$ cat src/rtl/dct_lowfreq_frame_change_detector_top_assert.svh
// ----------------------------------------------------------------------------
// Assertion macros for the low-frequency DCT frame change detector
// Concurrent checks that compile away when SYNTH is defined.
// ----------------------------------------------------------------------------
`ifndef DCT_LOWFREQ_FRAME_CHANGE_DETECTOR_TOP_ASSERT_SVH
`define DCT_LOWFREQ_FRAME_CHANGE_DETECTOR_TOP_ASSERT_SVH
`ifndef SYNTH
// property must hold at every clock edge outside reset
`define DLFCD_ASSERT(lbl, clk_i, rst_ni, prop, msg) \
	lbl: assert property (@(posedge clk_i) disable iff (!rst_ni) prop) \
	else $error(msg);
// expression must never be true outside reset
`define DLFCD_NEVER(lbl, clk_i, rst_ni, expr, msg) \
	lbl: assert property (@(posedge clk_i) disable iff (!rst_ni) !(expr)) \
	else $error(msg);
`else
`define DLFCD_ASSERT(lbl, clk_i, rst_ni, prop, msg)
`define DLFCD_NEVER(lbl, clk_i, rst_ni, expr, msg)
`endif
`endif

$ cat src/rtl/dlfcd_pkg.sv
// ----------------------------------------------------------------------------
// dlfcd_pkg
// Shared widths, reset values, register codes and control bundles.
// ----------------------------------------------------------------------------
package dlfcd_pkg;

	// sample store geometry
	localparam int MAX_BLOCKS = 16384;
	localparam int ADDR_W     = 14;
	localparam int FILL_W     = ADDR_W + 1;
	localparam int SPB        = 4;
	localparam int SAMP_W     = 16;
	localparam int ROW_W      = SPB * SAMP_W;

	// frame position and length (up to 4095 tiles times 6 blocks)
	localparam int POS_W = 15;
	localparam int LEN_W = 15;

	// arithmetic widths
	localparam int SUM_W      = 18;
	localparam int TOTAL_W    = 33;
	localparam int DIVIDEND_W = 44;
	localparam int CNT_W      = 6;
	localparam int SCORE_W    = 32;

	// score scale 2000 = 2048 - 32 - 16
	localparam int SCALE_SH_A = 11;
	localparam int SCALE_SH_B = 5;
	localparam int SCALE_SH_C = 4;

	// register widths
	localparam int NOISE_W = 18;
	localparam int DELTA_W = 32;
	localparam int TILES_W = 12;
	localparam int BPT_W   = 3;
	localparam int PADDR_W = 4;
	localparam int PDATA_W = 32;

	// register reset values and clamps
	localparam logic [NOISE_W-1:0] NOISE_RESET = 18'd10;
	localparam logic [DELTA_W-1:0] DELTA_RESET = 32'd400;
	localparam logic [TILES_W-1:0] TILES_RESET = 12'd1;
	localparam logic [BPT_W-1:0]   BPT_RESET   = 3'd3;
	localparam logic [BPT_W-1:0]   BPT_MIN     = 3'd3;
	localparam logic [BPT_W-1:0]   BPT_MAX     = 3'd6;

	// register index codes (byte address / 4)
	typedef enum logic [1:0] {
		REG_NOISE = 2'd0,
		REG_DELTA = 2'd1,
		REG_TILES = 2'd2,
		REG_BPT   = 2'd3
	} reg_idx_t;

	typedef struct packed {
		logic [NOISE_W-1:0] noise;
		logic [DELTA_W-1:0] delta;
		logic [TILES_W-1:0] tiles;
		logic [BPT_W-1:0]   bpt;
	} cfg_t;

	// controller to datapath
	typedef struct packed {
		logic capture;
		logic update;
		logic div_start;
		logic out_load;
	} cmd_t;

	// datapath to controller
	typedef struct packed {
		logic frame_end;
		logic div_done;
	} sts_t;

endpackage

$ cat src/rtl/dlfcd_ctrl.sv
// ----------------------------------------------------------------------------
// dlfcd_ctrl
// Controller: block sequencing, frame end scoring and result handshake.
// ----------------------------------------------------------------------------
`include "dct_lowfreq_frame_change_detector_top_assert.svh"

module dlfcd_ctrl import dlfcd_pkg::*; (
	input  logic clk,
	input  logic arst_n,
	input  logic in_valid,
	output logic in_ready,
	output logic out_valid,
	input  logic out_ready,
	input  sts_t sts,
	output cmd_t cmd
);

	typedef enum logic [5:0] {
		ST_IDLE  = 6'b000001,
		ST_READ  = 6'b000010,
		ST_ACC   = 6'b000100,
		ST_SCALE = 6'b001000,
		ST_DIV   = 6'b010000,
		ST_EMIT  = 6'b100000
	} state_t;

	state_t state_q, state_d;
	logic   out_valid_q;

	// decode commands from the state
	always_comb begin
		in_ready      = state_q == ST_IDLE;
		cmd.capture   = in_valid && (state_q == ST_IDLE);
		cmd.update    = state_q == ST_READ;
		cmd.div_start = state_q == ST_SCALE;
		cmd.out_load  = (state_q == ST_EMIT) && (!out_valid_q || out_ready);
	end

	// next state
	always_comb begin
		state_d = state_q;
		unique case (state_q)
			ST_IDLE: begin
				if (cmd.capture) state_d = ST_READ;
			end
			ST_READ: begin
				state_d = sts.frame_end ? ST_ACC : ST_IDLE;
			end
			ST_ACC: begin
				state_d = ST_SCALE;
			end
			ST_SCALE: begin
				state_d = ST_DIV;
			end
			ST_DIV: begin
				if (sts.div_done) state_d = ST_EMIT;
			end
			ST_EMIT: begin
				if (cmd.out_load) state_d = ST_IDLE;
			end
			default: begin
				state_d = ST_IDLE;
			end
		endcase
	end

	// hold state and the result valid flag
	always_ff @(posedge clk or negedge arst_n) begin
		if (!arst_n) begin
			state_q     <= ST_IDLE;
			out_valid_q <= 1'b0;
		end else begin
			state_q <= state_d;
			if (cmd.out_load) begin
				out_valid_q <= 1'b1;
			end else if (out_ready) begin
				out_valid_q <= 1'b0;
			end
		end
	end

	assign out_valid = out_valid_q;

	`DLFCD_ASSERT(a_accept_to_read, clk, arst_n, (in_valid && in_ready) |=> (state_q == ST_READ), "accepted block did not enter READ")
	`DLFCD_NEVER(a_done_in_div, clk, arst_n, sts.div_done && (state_q != ST_DIV), "divider finished outside DIV")
	`DLFCD_ASSERT(a_result_from_emit, clk, arst_n, $rose(out_valid_q) |-> $past(state_q == ST_EMIT), "result raised outside EMIT")

endmodule
$ cat config.mk
export PLATFORM = sky130hd
export DESIGN_NAME = dlfcd_ctrl
export DESIGN_NICKNAME = d
export VERILOG_FILES = /design/src/rtl/dlfcd_pkg.sv /design/src/rtl/dlfcd_ctrl.sv
export VERILOG_INCLUDE_DIRS = /design/src /design/src/rtl
export SDC_FILE = /design/constraint.sdc
export NUM_CORES = 1
export LEC_CHECK = 0
export BUFFER_PORTS_ARGS = -buffer_cell sky130_fd_sc_hd__buf_4
export CAP_MARGIN = 10
export CORE_AREA = 2 2 39 41
export DETAILED_ROUTE_END_ITERATION = 6
export DIE_AREA = 0 0 41 43
export GPL_TIMING_DRIVEN = 0
export PLACE_DENSITY = 0.56
export SLEW_MARGIN = 40
export SYNTH_ARGS = -nofsm -noshare
export SYNTH_HDL_FRONTEND = slang
export SYNTH_SLANG_ARGS = --single-unit
$ cat constraint.sdc
create_clock -name clk -period 1.7 [get_ports clk]
set_clock_uncertainty 0.15 [all_clocks]
set_input_delay 0 -clock clk [delete_from_list [all_inputs] [get_ports clk]]
set_output_delay 0 -clock clk [all_outputs]
set_load 0.005 [all_outputs]
Yosys cells after proc, flatten, opt, wreduce, memory -nomap -nowiden
Cells that the tools add are included.
{"block": "totals", "output_inout_bits": 6, "elab_cells": 24, "ff_bits": 7, "inputBits": 6}
{"block": "op_classes", "n_eq_ne": 9, "n_reduce_logical": 6, "muxes": 7}
{"operator": "$pmux W6 S6", "count": 1}
{"operator": "$mux W6", "count": 3}
{"operator": "$eq A6 B1 Y1 const B", "count": 1}
{"operator": "$eq A6 B2 Y1 const B", "count": 1}
{"operator": "$eq A6 B3 Y1 const B", "count": 1}
{"operator": "$eq A6 B4 Y1 const B", "count": 1}
{"operator": "$eq A6 B5 Y1 const B", "count": 1}
{"operator": "$eq A6 B6 Y1 const B", "count": 1}
{"operator": "$ne A2 B2 Y1 const B", "count": 2}
{"operator": "$mux W3", "count": 1}
{"operator": "$reduce_and A3 Y1", "count": 1}
{"operator": "$logic_and A1 B1 Y1", "count": 2}
{"operator": "$mux W1", "count": 2}
{"operator": "$ne A2 B1 Y1 const B", "count": 1}
{"operator": "$reduce_bool A2 Y1", "count": 1}
{"operator": "$logic_not A1 Y1", "count": 1}
{"operator": "$logic_or A1 B1 Y1", "count": 1}

Longest topological paths before layout
{"block": "logic_depth", "ltp_word": 5, "ltp_mapped": 5, "mapped_depth_nobuf": 4}

Worst setup path before layout
OpenSTA, ideal clock, no wires.
{"block": "synth_timing", "kind": "register to register", "startpoint": "reg state_q[2]", "endpoint": "reg state_q[0]", "slack_ns": 0.199, "required_time_ns": 1.459, "arrival_time_ns": 1.260, "path_stages_with_launch": 6, "n_path_buf": 1, "setup_time_ns": 0.091, "cell_sequence": "dfrtp_1 buf_6 or3_4 a21o_1 a221oi_2 a31oi_1"}
{"block": "synth_via", "elab_chain_len": 4, "elab_cells_between_ends": 13, "classes_between": "9 x eq/ne; 1 x mux; 3 x reduce/logical"}
{"item": "start, declared", "line_no": "dlfcd_ctrl.sv:27", "rtl": "state_t state_q, state_d;"}
{"item": "start signal, assigned", "line_no": "dlfcd_ctrl.sv:73", "rtl": "state_q <= state_d;"}
{"item": "$eq A6 B6 Y1 or $eq A6 B1 Y1 (tied branches)", "line_no": "dlfcd_ctrl.sv:36, dlfcd_ctrl.sv:42, dlfcd_ctrl.sv:33"}
{"item": "$logic_and A1 B1 Y1, on equally long branches", "line_no": "dlfcd_ctrl.sv:36, dlfcd_ctrl.sv:33"}
{"item": "$ne A2 B2 Y1 (no line) or $ne A2 B1 Y1 (tied branches)"}
{"item": "$reduce_and A3 Y1 (no line)"}
Parallel ways exist; a longest one is shown, timed or not.
A chain may end at the register's enable or synchronous reset.

==> flow_metrics.py <==
metrics = {
    "power_and_ir_drop": {
        "total_power_mw": 0.674,
        "p_per_area_nw_per_um2": 1070,
        "ir_drop_v": 0.000384,
        "p_leak_nw": 0.295,
    },
    "clock_tree": {
        "clock_latency_ns": 0.25,
        "htree_num_levels": 1,
        "numCtsBuffers": 3,
        "clk_pin_slew_ns": 0.05,
        "cts_tree": "yes",
        "cts_sinks": 7,
        "clock-root-buffer": "clkbuf_4",
        "clockBufferDepth": 2,
    },
    "routing": {
        "drc_errors": 0,
        "wl_um": 946,
        "wl_met3_um": 28,
        "top_layer_used": "met4",
        "vias_per_cell": 4.87,
        "routed-wl-met2_um": 464,
        "vias": 409,
        "ant_nets": 0,
        "drtIter0Drc": 20,
        "dr.pass1.iters": 4,
        "post_drt_wl_per_cell_um": 11.3,
        "wl_met1_um": 438,
    },
    "setup_path": {
        "cp_data_required_time_ns": 1.55,
        "cpPeakStageDelay_ns": 0.39,
        "critPathMaxFanout": 8,
        "crit_chain": "buf_6, or3_4, nor3_4, and2_1, buf_4",
        "cp_num_cells": 5,
        "cp-end-kind": "primary output",
        "r2r-end": "state_q[0]$_DFFE_PN1P_",
        "r2r_slack_ns": 0.12,
        "cp-start-kind": "flip-flop",
        "worst_path_max_delay_cell": "or3_4",
        "worstSetupPathType": "reg -> out",
        "r2r-start": "state_q[2]$_DFFE_PN0P_",
        "rr_worst_depth": 5,
        "crit_family": "simple AND/OR/NAND/NOR gates",
        "crit_arrival_ns": 1.51,
        "critPathBufInv": 2,
    },
    "floorplan": {
        "die-area_um2": 1760,
        "design.core.area_um2": 1380,
        "chipWidth_um": 41,
        "start_util_pct": 30.9,
        "ios": 12,
        "fp.dieH_um": 43,
        "num_rows": 14,
    },
    "grt": {
        "grt_pass1_wl_um": 1520,
        "antenna_found_initial": 0,
        "globalRouteOverflowTotal": 0,
        "grt_max_degree": 10,
        "grt_pass1_vias": 358,
        "grt_use_total_pct": 13.4,
    },
    "layout": {
        "regArea_um2": 178,
        "nFillCells": 135,
        "multi_input_area_um2": 231,
        "final_cell_area_um2": 632,
        "num_antenna_cells": 0,
        "instances_no_fill": 84,
        "utilization_pct": 45.7,
        "layout-area-overhead-vs-synth_pct": 47.7,
        "drive_above_1_share_pct": 35.3,
        "nets": 75,
    },
    "synth": {
        "yosys.area.top_type": "dfrtp_1",
        "synth.area.top_cells": "dfrtp_1 35%, dfstp_2 6.1%, nor3_2 4.7%",
        "yosysUniqueCellTypes": 28,
        "ys.flop_type": "dfrtp_1",
        "synth_top_area_share_pct": 35.1,
        "synth_top_cells_by_count": "6 x dfrtp_1, 5 x nor2_1, 3 x and2_1, 3 x nand2b_1, 3 x nor3_1",
        "synth_edf_count": 0,
        "synth_cells": 46,
        "syn_area_um2": 428,
        "synth_seq_area_share_pct": 41.2,
        "avgSynthCellArea_um2": 9.30,
        "synthArstFlopShare_pct": 100,
        "yosysMostFrequentCell": "dfrtp_1",
        "synthesis.nets": 52,
        "yosys_warnings": 0,
        "synth_seq_cells": 7,
    },
    "timing": {
        "fin_crit_ns": 1.66,
        "drv_slew": 0,
        "fmax_ghz": 0.603,
        "rsz0062_at_grt": "true",
        "max_slew_margin_pct": 71.7,
        "setup-tns-final_ns": 0,
        "finalCritPeriodShare_pct": 97.5,
        "tightest_slew_ns": 0.424,
        "setup_viol": 0,
        "finalHoldViolations": 0,
    },
    "run": {
        "maxCapViolCount": 0,
    },
    "placement": {
        "placed_area_um2": 531,
        "portBuffers": 11,
        "dpl.hpwl_um": 673,
        "place_congestion": 0.740,
        "dp.cells": 73,
    },
    "status": {
        "outcome": "finished clean",
    },
    "min_path": {
        "hold_class": "in -> async",
    },
}
[routing by layer]
metal | vias to the layer above | global-route usage [%]
li1 | 207 | -
met4 | 0 | 10.0
met3 | 2 | 3.14
met2 | 9 | 19.7
met5 | - | 0
met1 | 191 | 16.1
[cells in the final DEF, fill, tap and decap left out, drive strengths merged, types with 2 or more instances in the layout]
master / count
and3: 2
buf: 14
dfrtp: 6
nor2: 5
and2: 3
a21oi: 2
nand2b: 3
nand3: 2
nor3: 5
clkbuf: 5
dlygate4sd3: 6
[final cells by class]
cell class,count,share of cell area (%)
repair buffers,18,23.8
flip-flops and latches,7,28.1
clock buffers,4,4.16
inverters,1,0.594
plain buffers,3,3.56
multi-input cells,35,36.6
well taps,16,3.17
[state kept, by name (all words and copies together) (netlist names)]
signal	cells
out_valid	1
state_q	6
[timing repair]
item / in CTS / in global routing
resized for setup: 2 / 1
hold buffers: 6 / 0
endpoints found under the hold margin: 13 / 0
cloned: 0 / 0
endpoints found under the setup margin: 1 / 3
buffers inserted: 0 / 1
pin swaps: 1 / 0
[worst reg2reg max path: stages (launching register included)]
cell      delay, ns
dfrtp_1        0.36
buf_6          0.13
or3_4          0.39
a21o_1         0.17
a221oi_2       0.22
a31oi_1        0.07
[how the worst max path moves through the flow]
stage / start / endpoint / slack (ns)
after floorplan: state_q[2]$_DFFE_PN0P_ / state_q[0]$_DFFE_PN1P_ / 0.20
after global placement: state_q[4]$_DFFE_PN0P_ / state_q[0]$_DFFE_PN1P_ / 0.12
after detailed placement: state_q[4]$_DFFE_PN0P_ / state_q[0]$_DFFE_PN1P_ / 0.14
after CTS: state_q[3]$_DFFE_PN0P_ / cmd[3] / 0.02
after global routing: state_q[2]$_DFFE_PN0P_ / cmd[3] / -0.04
final: state_q[2]$_DFFE_PN0P_ / cmd[3] / 0.04
[metrics by stage]
stage / hold slack, ns / setup WS, ns
2_1_floorplan: -0.446 / 0.199
6_report: 0.0921 / 0.0425
3_5_place_dp: -0.331 / 0.137
4_1_cts: 0.0882 / 0.0209
5_1_grt: 0.0959 / -0.0441
3_3_place_gp: -0.332 / 0.124
[power breakdown]
group          internal (mW)  switching (mW)
sequential             0.202          0.0214
clock                 0.0895          0.0597
combinational          0.163           0.139
total                  0.454           0.220
[logic make-up after synthesis]
logic type | after synthesis | share of synthesized area, %
and+or+nand+nor | 25 | 35.4
xor gates and xnor gates | 1 | 2.05
AOI/OAI and AO/OA | 9 | 15.2
DFF | 7 | 41.2
buffers and inverters | 4 | 6.14
Power figures use the tool's default switching activity.
